$ cat src/sv/i2ra_pkg.sv
// ----------------------------------------------------------------------------
// i2ra_pkg
// Shared types and constants for the integer to radix ASCII converter.
// ----------------------------------------------------------------------------
package i2ra_pkg;

   // radix select codes carried on the request tuser
   typedef enum logic [1:0] {
      RADIX_DEC = 2'd0,
      RADIX_OCT = 2'd1,
      RADIX_HEX = 2'd2
   } radix_type;

   typedef enum logic [1:0] {
      ST_IDLE,
      ST_DIV,
      ST_FIX,
      ST_SEND
   } state_type;

   // request beat layout
   localparam int REQ_DATA_W  = 40;
   localparam int REQ_USER_W  = 2;
   localparam int VALUE_W     = 32;
   localparam int VALUE_LSB   = 0;
   localparam int LIMIT_W     = 4;
   localparam int LIMIT_LSB   = 32;

   // response beat layout
   localparam int RSP_DATA_W  = 16;
   localparam int CHAR_W      = 7;
   localparam int COUNT_W     = 4;
   localparam int DIGIT_W     = 4;

   // x / 10 == (x * DEC_RECIP) >> DEC_SHIFT for every 32-bit x
   localparam logic [31:0] DEC_RECIP = 32'hCCCC_CCCD;
   localparam int          DEC_SHIFT = 35;
   localparam int          PROD_W    = 64;

   localparam logic [CHAR_W-1:0] DIGIT_CHARS [16] = '{
      7'h30, 7'h31, 7'h32, 7'h33, 7'h34, 7'h35, 7'h36, 7'h37,
      7'h38, 7'h39, 7'h61, 7'h62, 7'h63, 7'h64, 7'h65, 7'h66
   };

   function automatic logic [CHAR_W-1:0] digit_ascii(input logic [DIGIT_W-1:0] d);
      return DIGIT_CHARS[d];
   endfunction

endpackage

$ cat src/sv/i2ra_divider.sv
// ----------------------------------------------------------------------------
// i2ra_divider
// Divide-by-radix unit: one registered quotient and remainder per operand,
// valid in the cycle after the operand is presented. Decimal uses a
// reciprocal multiply, octal and hex are shifts.
// ----------------------------------------------------------------------------
module i2ra_divider #(
   parameter int VW = 32
) (
   input  logic                        clock,
   input  logic [VW-1:0]               x_in,
   input  i2ra_pkg::radix_type         radix_in,
   output logic [VW-1:0]               quot_out,
   output logic [i2ra_pkg::DIGIT_W-1:0] rem_out
);
   import i2ra_pkg::*;

   logic [PROD_W-1:0] prod_ff;
   logic [PROD_W-1:0] prod_in;
   logic [VW-1:0]     x_ff;
   radix_type         radix_ff;
   logic [VW-1:0]     dec_quot;
   logic [VW-1:0]     dec_back;

   assign prod_in = PROD_W'(VALUE_W'(x_in)) * PROD_W'(DEC_RECIP);

   always_ff @(posedge clock) begin
      prod_ff  <= prod_in;
      x_ff     <= x_in;
      radix_ff <= radix_in;
   end

   assign dec_quot = VW'(prod_ff[PROD_W-1:DEC_SHIFT]);
   // q * 10 as q*8 + q*2
   assign dec_back = (dec_quot << 3) + (dec_quot << 1);

   always_comb begin
      unique case (radix_ff)
         RADIX_DEC: begin
            quot_out = dec_quot;
            rem_out  = DIGIT_W'(x_ff - dec_back);
         end
         RADIX_OCT: begin
            quot_out = x_ff >> 3;
            rem_out  = {1'b0, x_ff[2:0]};
         end
         RADIX_HEX: begin
            quot_out = x_ff >> 4;
            rem_out  = x_ff[3:0];
         end
         default: begin
            quot_out = '0;
            rem_out  = '0;
         end
      endcase
   end

endmodule

$ cat src/sv/integer_to_radix_ascii.sv
// ----------------------------------------------------------------------------
// integer_to_radix_ascii
// Unsigned value to ASCII digits in decimal, octal or lower case hex.
// ----------------------------------------------------------------------------
// One request beat carries a value, a radix select and a digit limit; the
// block answers with one response beat per digit, most significant first,
// no leading zeros, zero as a single '0', tlast on the final digit and the
// digit count on every beat. A bad radix code, a zero limit or a value that
// needs more digits than the limit gives one error beat (tuser high, tlast
// high, data zero). Digits are produced least significant first by one
// shared divide-by-radix unit (reciprocal multiply, then remainder), kept in
// a small digit store and sent back in reverse. Response beats go out one
// per cycle while the sink keeps tready high. The request side is ready
// only between conversions.
// ----------------------------------------------------------------------------
module integer_to_radix_ascii #(
   parameter int VALUE_BITS = 32
) (
   input  logic                              clock,
   input  logic                              reset,
   input  logic                              req_tvalid,
   output logic                              req_tready,
   // [31:0] value, [35:32] max_digits, [39:36] zero
   input  logic [i2ra_pkg::REQ_DATA_W-1:0]   req_tdata,
   // [1:0] op (radix select)
   input  logic [i2ra_pkg::REQ_USER_W-1:0]   req_tuser,
   output logic                              rsp_tvalid,
   input  logic                              rsp_tready,
   // [6:0] digit_char, [10:7] digit_count, [15:11] zero
   output logic [i2ra_pkg::RSP_DATA_W-1:0]   rsp_tdata,
   // [0] error
   output logic                              rsp_tuser,
   output logic                              rsp_tlast
);
   import i2ra_pkg::*;

   localparam int VW    = (VALUE_BITS < VALUE_W) ? VALUE_BITS : VALUE_W;
   localparam int DEPTH = (VW + 2) / 3;
   localparam int IW    = $clog2(DEPTH);

   state_type            state_ff, state_in;
   logic [VW-1:0]        x_ff, x_in;
   radix_type            radix_ff, radix_in;
   logic [LIMIT_W-1:0]   limit_ff, limit_in;
   logic [COUNT_W-1:0]   cnt_ff, cnt_in;
   logic [COUNT_W-1:0]   cnt_next;
   logic [IW-1:0]        ptr_ff, ptr_in;
   logic [DIGIT_W-1:0]   digits_ff [DEPTH];
   logic [CHAR_W-1:0]    rsp_char_ff, rsp_char_in;
   logic [COUNT_W-1:0]   rsp_count_ff, rsp_count_in;
   logic                 rsp_err_ff, rsp_err_in;
   logic                 rsp_last_ff, rsp_last_in;
   logic                 rsp_valid_ff, rsp_valid_in;
   logic [VW-1:0]        div_quot;
   logic [DIGIT_W-1:0]   div_rem;
   logic                 req_ok;

   i2ra_divider #(
      .VW (VW)
   ) u_divider (
      .clock    (clock),
      .x_in     (x_ff),
      .radix_in (radix_ff),
      .quot_out (div_quot),
      .rem_out  (div_rem)
   );

   assign req_ok = (req_tuser == RADIX_DEC || req_tuser == RADIX_OCT ||
                    req_tuser == RADIX_HEX) &&
                   (req_tdata[LIMIT_LSB +: LIMIT_W] != '0);
   assign cnt_next = cnt_ff + COUNT_W'(1);

   always_ff @(posedge clock) begin
      if (reset) begin
         state_ff     <= ST_IDLE;
         rsp_valid_ff <= 1'b0;
      end else begin
         state_ff     <= state_in;
         rsp_valid_ff <= rsp_valid_in;
      end
   end

   always_ff @(posedge clock) begin
      x_ff         <= x_in;
      radix_ff     <= radix_in;
      limit_ff     <= limit_in;
      cnt_ff       <= cnt_in;
      ptr_ff       <= ptr_in;
      rsp_char_ff  <= rsp_char_in;
      rsp_count_ff <= rsp_count_in;
      rsp_err_ff   <= rsp_err_in;
      rsp_last_ff  <= rsp_last_in;
      if (state_ff == ST_FIX) begin
         digits_ff[cnt_ff[IW-1:0]] <= div_rem;
      end
   end

   always_comb begin
      state_in     = state_ff;
      x_in         = x_ff;
      radix_in     = radix_ff;
      limit_in     = limit_ff;
      cnt_in       = cnt_ff;
      ptr_in       = ptr_ff;
      rsp_char_in  = rsp_char_ff;
      rsp_count_in = rsp_count_ff;
      rsp_err_in   = rsp_err_ff;
      rsp_last_in  = rsp_last_ff;
      rsp_valid_in = rsp_valid_ff;
      req_tready   = 1'b0;

      unique case (state_ff)
         ST_IDLE: begin
            req_tready = 1'b1;
            if (req_tvalid) begin
               x_in     = req_tdata[VALUE_LSB +: VW];
               limit_in = req_tdata[LIMIT_LSB +: LIMIT_W];
               cnt_in   = '0;
               if (req_ok) begin
                  radix_in = radix_type'(req_tuser);
                  state_in = ST_DIV;
               end else begin
                  rsp_char_in  = '0;
                  rsp_count_in = '0;
                  rsp_err_in   = 1'b1;
                  rsp_last_in  = 1'b1;
                  rsp_valid_in = 1'b1;
                  state_in     = ST_SEND;
               end
            end
         end
         ST_DIV: begin
            state_in = ST_FIX;
         end
         ST_FIX: begin
            x_in   = div_quot;
            cnt_in = cnt_next;
            if (div_quot == '0) begin
               rsp_valid_in = 1'b1;
               rsp_last_in  = 1'b1;
               state_in     = ST_SEND;
               if (cnt_next > limit_ff) begin
                  rsp_char_in  = '0;
                  rsp_count_in = '0;
                  rsp_err_in   = 1'b1;
               end else begin
                  // most significant digit goes out straight from the divider
                  rsp_char_in  = digit_ascii(div_rem);
                  rsp_count_in = cnt_next;
                  rsp_err_in   = 1'b0;
                  rsp_last_in  = (cnt_ff == '0);
                  ptr_in       = cnt_ff[IW-1:0];
               end
            end else begin
               state_in = ST_DIV;
            end
         end
         ST_SEND: begin
            if (rsp_tready) begin
               if (rsp_last_ff) begin
                  rsp_valid_in = 1'b0;
                  state_in     = ST_IDLE;
               end else begin
                  // advance to the next lower digit
                  ptr_in      = ptr_ff - IW'(1);
                  rsp_char_in = digit_ascii(digits_ff[ptr_ff - IW'(1)]);
                  rsp_last_in = (ptr_ff == IW'(1));
               end
            end
         end
         default: begin
            state_in = ST_IDLE;
         end
      endcase
   end

   assign rsp_tvalid = rsp_valid_ff;
   assign rsp_tdata  = {(RSP_DATA_W - COUNT_W - CHAR_W)'(0), rsp_count_ff, rsp_char_ff};
   assign rsp_tuser  = rsp_err_ff;
   assign rsp_tlast  = rsp_last_ff;

endmodule

$ cat config.mk
export PLATFORM = sky130hd
export DESIGN_NAME = integer_to_radix_ascii
export DESIGN_NICKNAME = d
export VERILOG_FILES = /design/src/sv/i2ra_pkg.sv /design/src/sv/i2ra_divider.sv /design/src/sv/integer_to_radix_ascii.sv
export SDC_FILE = /design/constraint.sdc
export NUM_CORES = 1
export LEC_CHECK = 0
export ABC_AREA = 1
export BUFFER_PORTS_ARGS = -buffer_cell sky130_fd_sc_hd__buf_4
export CAP_MARGIN = 25
export CORE_UTILIZATION = 40
export CTS_CLUSTER_DIAMETER = 80
export DETAILED_ROUTE_END_ITERATION = 7
export PLACE_DENSITY = 0.6
export SLEW_MARGIN = 20
export SYNTH_ARGS = -nofsm -noshare
export SYNTH_HDL_FRONTEND = slang
export SYNTH_HIERARCHICAL = 1
export SYNTH_SLANG_ARGS = --single-unit
$ cat constraint.sdc
create_clock -name clock -period 6.7 [get_ports clock]
set_clock_uncertainty 0.2 [all_clocks]
set_input_delay 0.335 -clock clock [delete_from_list [all_inputs] [get_ports clock]]
set_output_delay 0.335 -clock clock [all_outputs]
set_load 0.03 [all_outputs]
; ---- Word level (Yosys, flattened, before mapping)
; Memory sizes are Yosys's and may differ from the RTL's.
; Cells that the tools add are included.
[totals]
mem_count = 3
ramBits = 44
reg_bits = 160
inputBits = 46
out_inout_bits = 20
mem_bits_ro = 224
wordCells = 113
[classes]
order_cmp = 3
reduce_logical = 21
bitwise = 2
eq_ne = 15
muxes = 50
n_addsub = 4
n_mul = 1
[mem_list]
columns = name, depth, width, rd, rd_clocked_by_memory_dff, write_ports, line
row1 = (name not given), 16, 7, 1, 0, 0, i2ra_pkg.sv:46  ; return DIGIT_CHARS[d];
row2 = (name not given), 16, 7, 1, 0, 0, i2ra_pkg.sv:46
row3 = digits_ff, 11, 4, 1, 0, 1, integer_to_radix_ascii.sv:48  ; logic [DIGIT_W-1:0] digits_ff [DEPTH];
[ops]
columns = operator, count
row1 = $pmux 29 s3, 1
row2 = $mux 7, 10
row3 = $mul 32x32->64 const B, 1
row4 = $pmux 32 s2, 1
row5 = $mux 4, 9
row6 = $logic_not 32->1, 1
row7 = $mux 32, 1
row8 = $pmux 4 s2, 3
row9 = $pmux 7 s3, 1
row10 = $mux 1, 14
row11 = $ne 2x2->1 const B, 6
row12 = $pmux 4 s3, 1
row13 = $reduce_and 6->1, 2
row14 = $ge 5x5->1 const B, 2
row15 = $mux 2, 5
row16 = $not 4->5, 2
row17 = $reduce_and 5->1, 2
row18 = $eq 2x2->1 const B, 4
row19 = $pmux 2 s4, 1
row20 = $eq 2x1->1 const B, 3
row21 = $logic_not 2->1, 3
row22 = $pmux 1 s3, 2
row23 = $reduce_and 3->1, 2
row24 = $add 4x1->4 const B, 1
row25 = 15 further kinds, 18

; ---- Longest topological paths before layout
[depth]
ltp_word = 10
mapped_depth = 30

; ---- Cells and area by module
; The synthesis kept the hierarchy.
[by_module_without_submodules]
columns = mod, cells_per_inst, area_each_um2, n_inst, seq_area_each_um2
row1 = i2ra_divider, 2506, 20643.5, 1, 1261.2
row2 = integer_to_radix_ascii, 532, 5091.1, 1, 3153.0

; ---- Least setup slack after synthesis
; Ideal clock, no wire load.
[synth_timing]
path_type = register to register
startpoint = register x_ff[20] (netlist name)
endpoint = register u_divider.prod_ff[52]
period_less_slack_ns = 6.114
stages_incl_launch_ff = 26
setup_ns = 0.112
setup_slack_ns = 0.586
arrival_time_ns = 5.801
path_cell_list = edfxtp_1 ha_1 inv_1 fa_1 inv_1 fa_1 inv_1 fa_1 inv_1 fa_1 fa_1 fa_1 inv_1 fa_1 inv_1 ha_1 nand2_1 inv_1 a21oi_1 nand2_1 a21oi_1 nor2_1 nor2_1 nand2_1 nand2_1 nand2_1
[synth_lines]
columns = element, line
row1 = end signal: assignment, i2ra_divider.sv:28  ; prod_ff <= prod_in;
row2 = end: declaration, i2ra_divider.sv:18  ; logic [PROD_W-1:0] prod_ff;

==> results.ini <==
[synth]
ys_types = 41
synth_area_leaders = fa_1, ha_1, edfxtp_1
synth_async_sr_flop_share = 0
ys.flop_type = edfxtp_1
synthMostInstantiatedCell = inv_1
synth_edf_count = 103
synthAdderAreaFrac = 0.477
synth_top_family_by_area = adder cells
synth_area_sq_um = 25700
syn_inst = 3038
yosysTopAreaCellShare = 0.300
synthXorXnorAreaFrac = 0.0187
synthMuxAreaShare = 0
ys_ff_latch = 169
yosys-top-cells-count = inv_1, nand2_1, fa_1
synth_area_leader_cell = fa_1
synth-compound-area-share = 0.0470
yosysWarnings = 6
ys_seq_area_frac = 0.172
synth-simple-area-share = 0.157
avgSynthCellArea_sq_um = 8.47

[timing]
hold_viol = 0
worst_pin_slew_ps = 835
min_period_ps = 6520
grt_setup_unrepaired = yes
min_period_over_period = 0.973
hold_ws_ps = 55.0
slew_viol_final = 0
fmax_mhz = 153
slew_headroom = 0.444
setup_viol = 0

[routing]
dr_wl_met2_microns = 37200
top_layer = met4
num_vias = 20008
wl_microns = 80100
vias_per_cell = 4.75
drc = 0
wl_met1_microns = 34300
drtIter0Drc = 1360
drt-pass1-iter-count = 5
met3_wirelength_microns = 4030
routedWlPerCell_microns = 19.0
ant_nets = 0

[worst_setup_path]
path_buf_inv = 4
cp-end-kind = register
critPathMaxStageDelay_ps = 590
cp_max_fo = 4
crit_slowest_cell = fa_2
worstPathArrival_ps = 6640
crit_type = register to register
worstPathCellList = ha_1 > xor2_1 > ha_1 > or2_2 > fa_1 > fa_2 > fa_1 > fa_1 > fa_1 > inv_1 > fa_2 > inv_1 > ha_4 > nand2_2 > nor2_4 > inv_2 > nor3_4 > buf_4 > nand2_1 > nor2_1 > nand2_1 > nand4_1 > nand2_2
r2r_slack_ps = 180
cpMostUsedCell = fa_1
required_ps = 6820
critPathTopFamily = adder cells
start_kind = register

[status]
status = finished, final reports clean

[cts]
clock_path_buffers = 2
cts.sinks = 169
htreeDepth = 4
cts_root_buffer = clkbuf_16
clk_latency_ps = 430
cts_buffers = 17
clk_pin_slew_ps = 70
cts_tree = done

[placement]
hpwl_microns = 70700
place_congestion = 0.996
io_buffers = 56

[floorplanning]
die_w_microns = 256
rows = 92
die_area_sq_um = 65400
core_area_sq_um = 63300
start_util = 0.406
dieHeight_microns = 256
io_pins = 66

[global_routing]
grt_pass1_vias = 20894
gr-total-overflow = 0
grt_max_degree = 52
antenna_found_initial = 0
grt_pass1_wl_microns = 123000
grt_usage = 0.254

[run]
drv_cap = 0

[cells_and_area]
nets = 4150
area_growth_pct = 17.0
diodes = 0
drive_gt1_frac = 0.127

[worst_hold_path]
hold_path.class = primary input to register

## cell type report
class | count | area, sq um
multi-input combinational | 2012 | 18400
tap | 846 | 1060
timing repair buffer | 328 | 2590
clock inverter | 13 | 144
sequential | 169 | 4410
fill | 6231 | 33200
clock buffer | 18 | 429
inverter | 826 | 3100
## through the flow
stage | area, sq um | setup WS (ps) | instances | utilization | TNS (ps)
after global placement | 28600 | 51.3 | 4115 | 0.452 | 0
after global routing | 30100 | -53.7 | 4212 | 0.476 | -189
final | 30100 | 180 | 4212 | 0.476 | 0
after detailed placement | 28600 | 29.6 | 4115 | 0.452 | 0
after CTS | 29600 | 3.09 | 4184 | 0.467 | 0
after floorplan | 25800 | 586 | 3044 | - | 0
## worst paths after layout
check,startpoint,endpoint,cells after the start
max,x_ff[1],u_divider/prod_ff[41],23
max reg2reg,x_ff[1],u_divider/prod_ff[41],23
min,req_tdata[5],x_ff[5],3
min reg2reg,radix_ff[0],u_divider/radix_ff[0],0
## state kept, by name (all words and copies together), names as in the netlist
name and count:
u_divider/radix_ff 2, limit_ff 4, rsp_tvalid 1, x_ff 32
radix_ff 2, digits_ff 44, ptr_ff 4, rsp_count_ff 4
rsp_char_ff 7, u_divider/x_ff 30, state_ff 2, u_divider/prod_ff 31
rsp_tlast 1, rsp_tuser 1, cnt_ff 4
## cell usage in the layout (no fill, tap or decap), types with 39 or more instances in the layout
master	synthesis	final
nor2_1	168	160
buf_4	10	287
edfxtp_1	103	103
xor2_1	40	39
inv_1	814	811
o21ai_0	67	65
a21oi_1	81	68
nand3_1	117	115
dfxtp_1	66	66
ha_1	364	347
nand2_1	641	630
fa_1	386	382
## worst min-delay path: stages
cell	delay (ps)
buf_4	80
nand2_1	60
o21ai_0	90
## cell families after synthesis
logic type,count (synthesis)
simple gates,987
fa+ha+maj,750
other cells,2
buf+inv,863
flops,169
compound gates,212
xor+xnor,55
## layer usage
layer | track usage | vias to the layer above
met3 | 0.0361 | 124
met5 | 0 | -
met1 | 0.326 | 9530
met4 | 0.123 | 0
met2 | 0.419 | 537
li1 | - | 9817
## repair_timing
item	CTS	global route
setup buffers	0	28
hold buffers	38	0
setup endpoints to repair	0	29
gates resized for setup	0	66
hold endpoints to repair	40	0
Power is not shown: default switching activity piles up to over one toggle a cycle in this logic, so the estimate is an artifact.
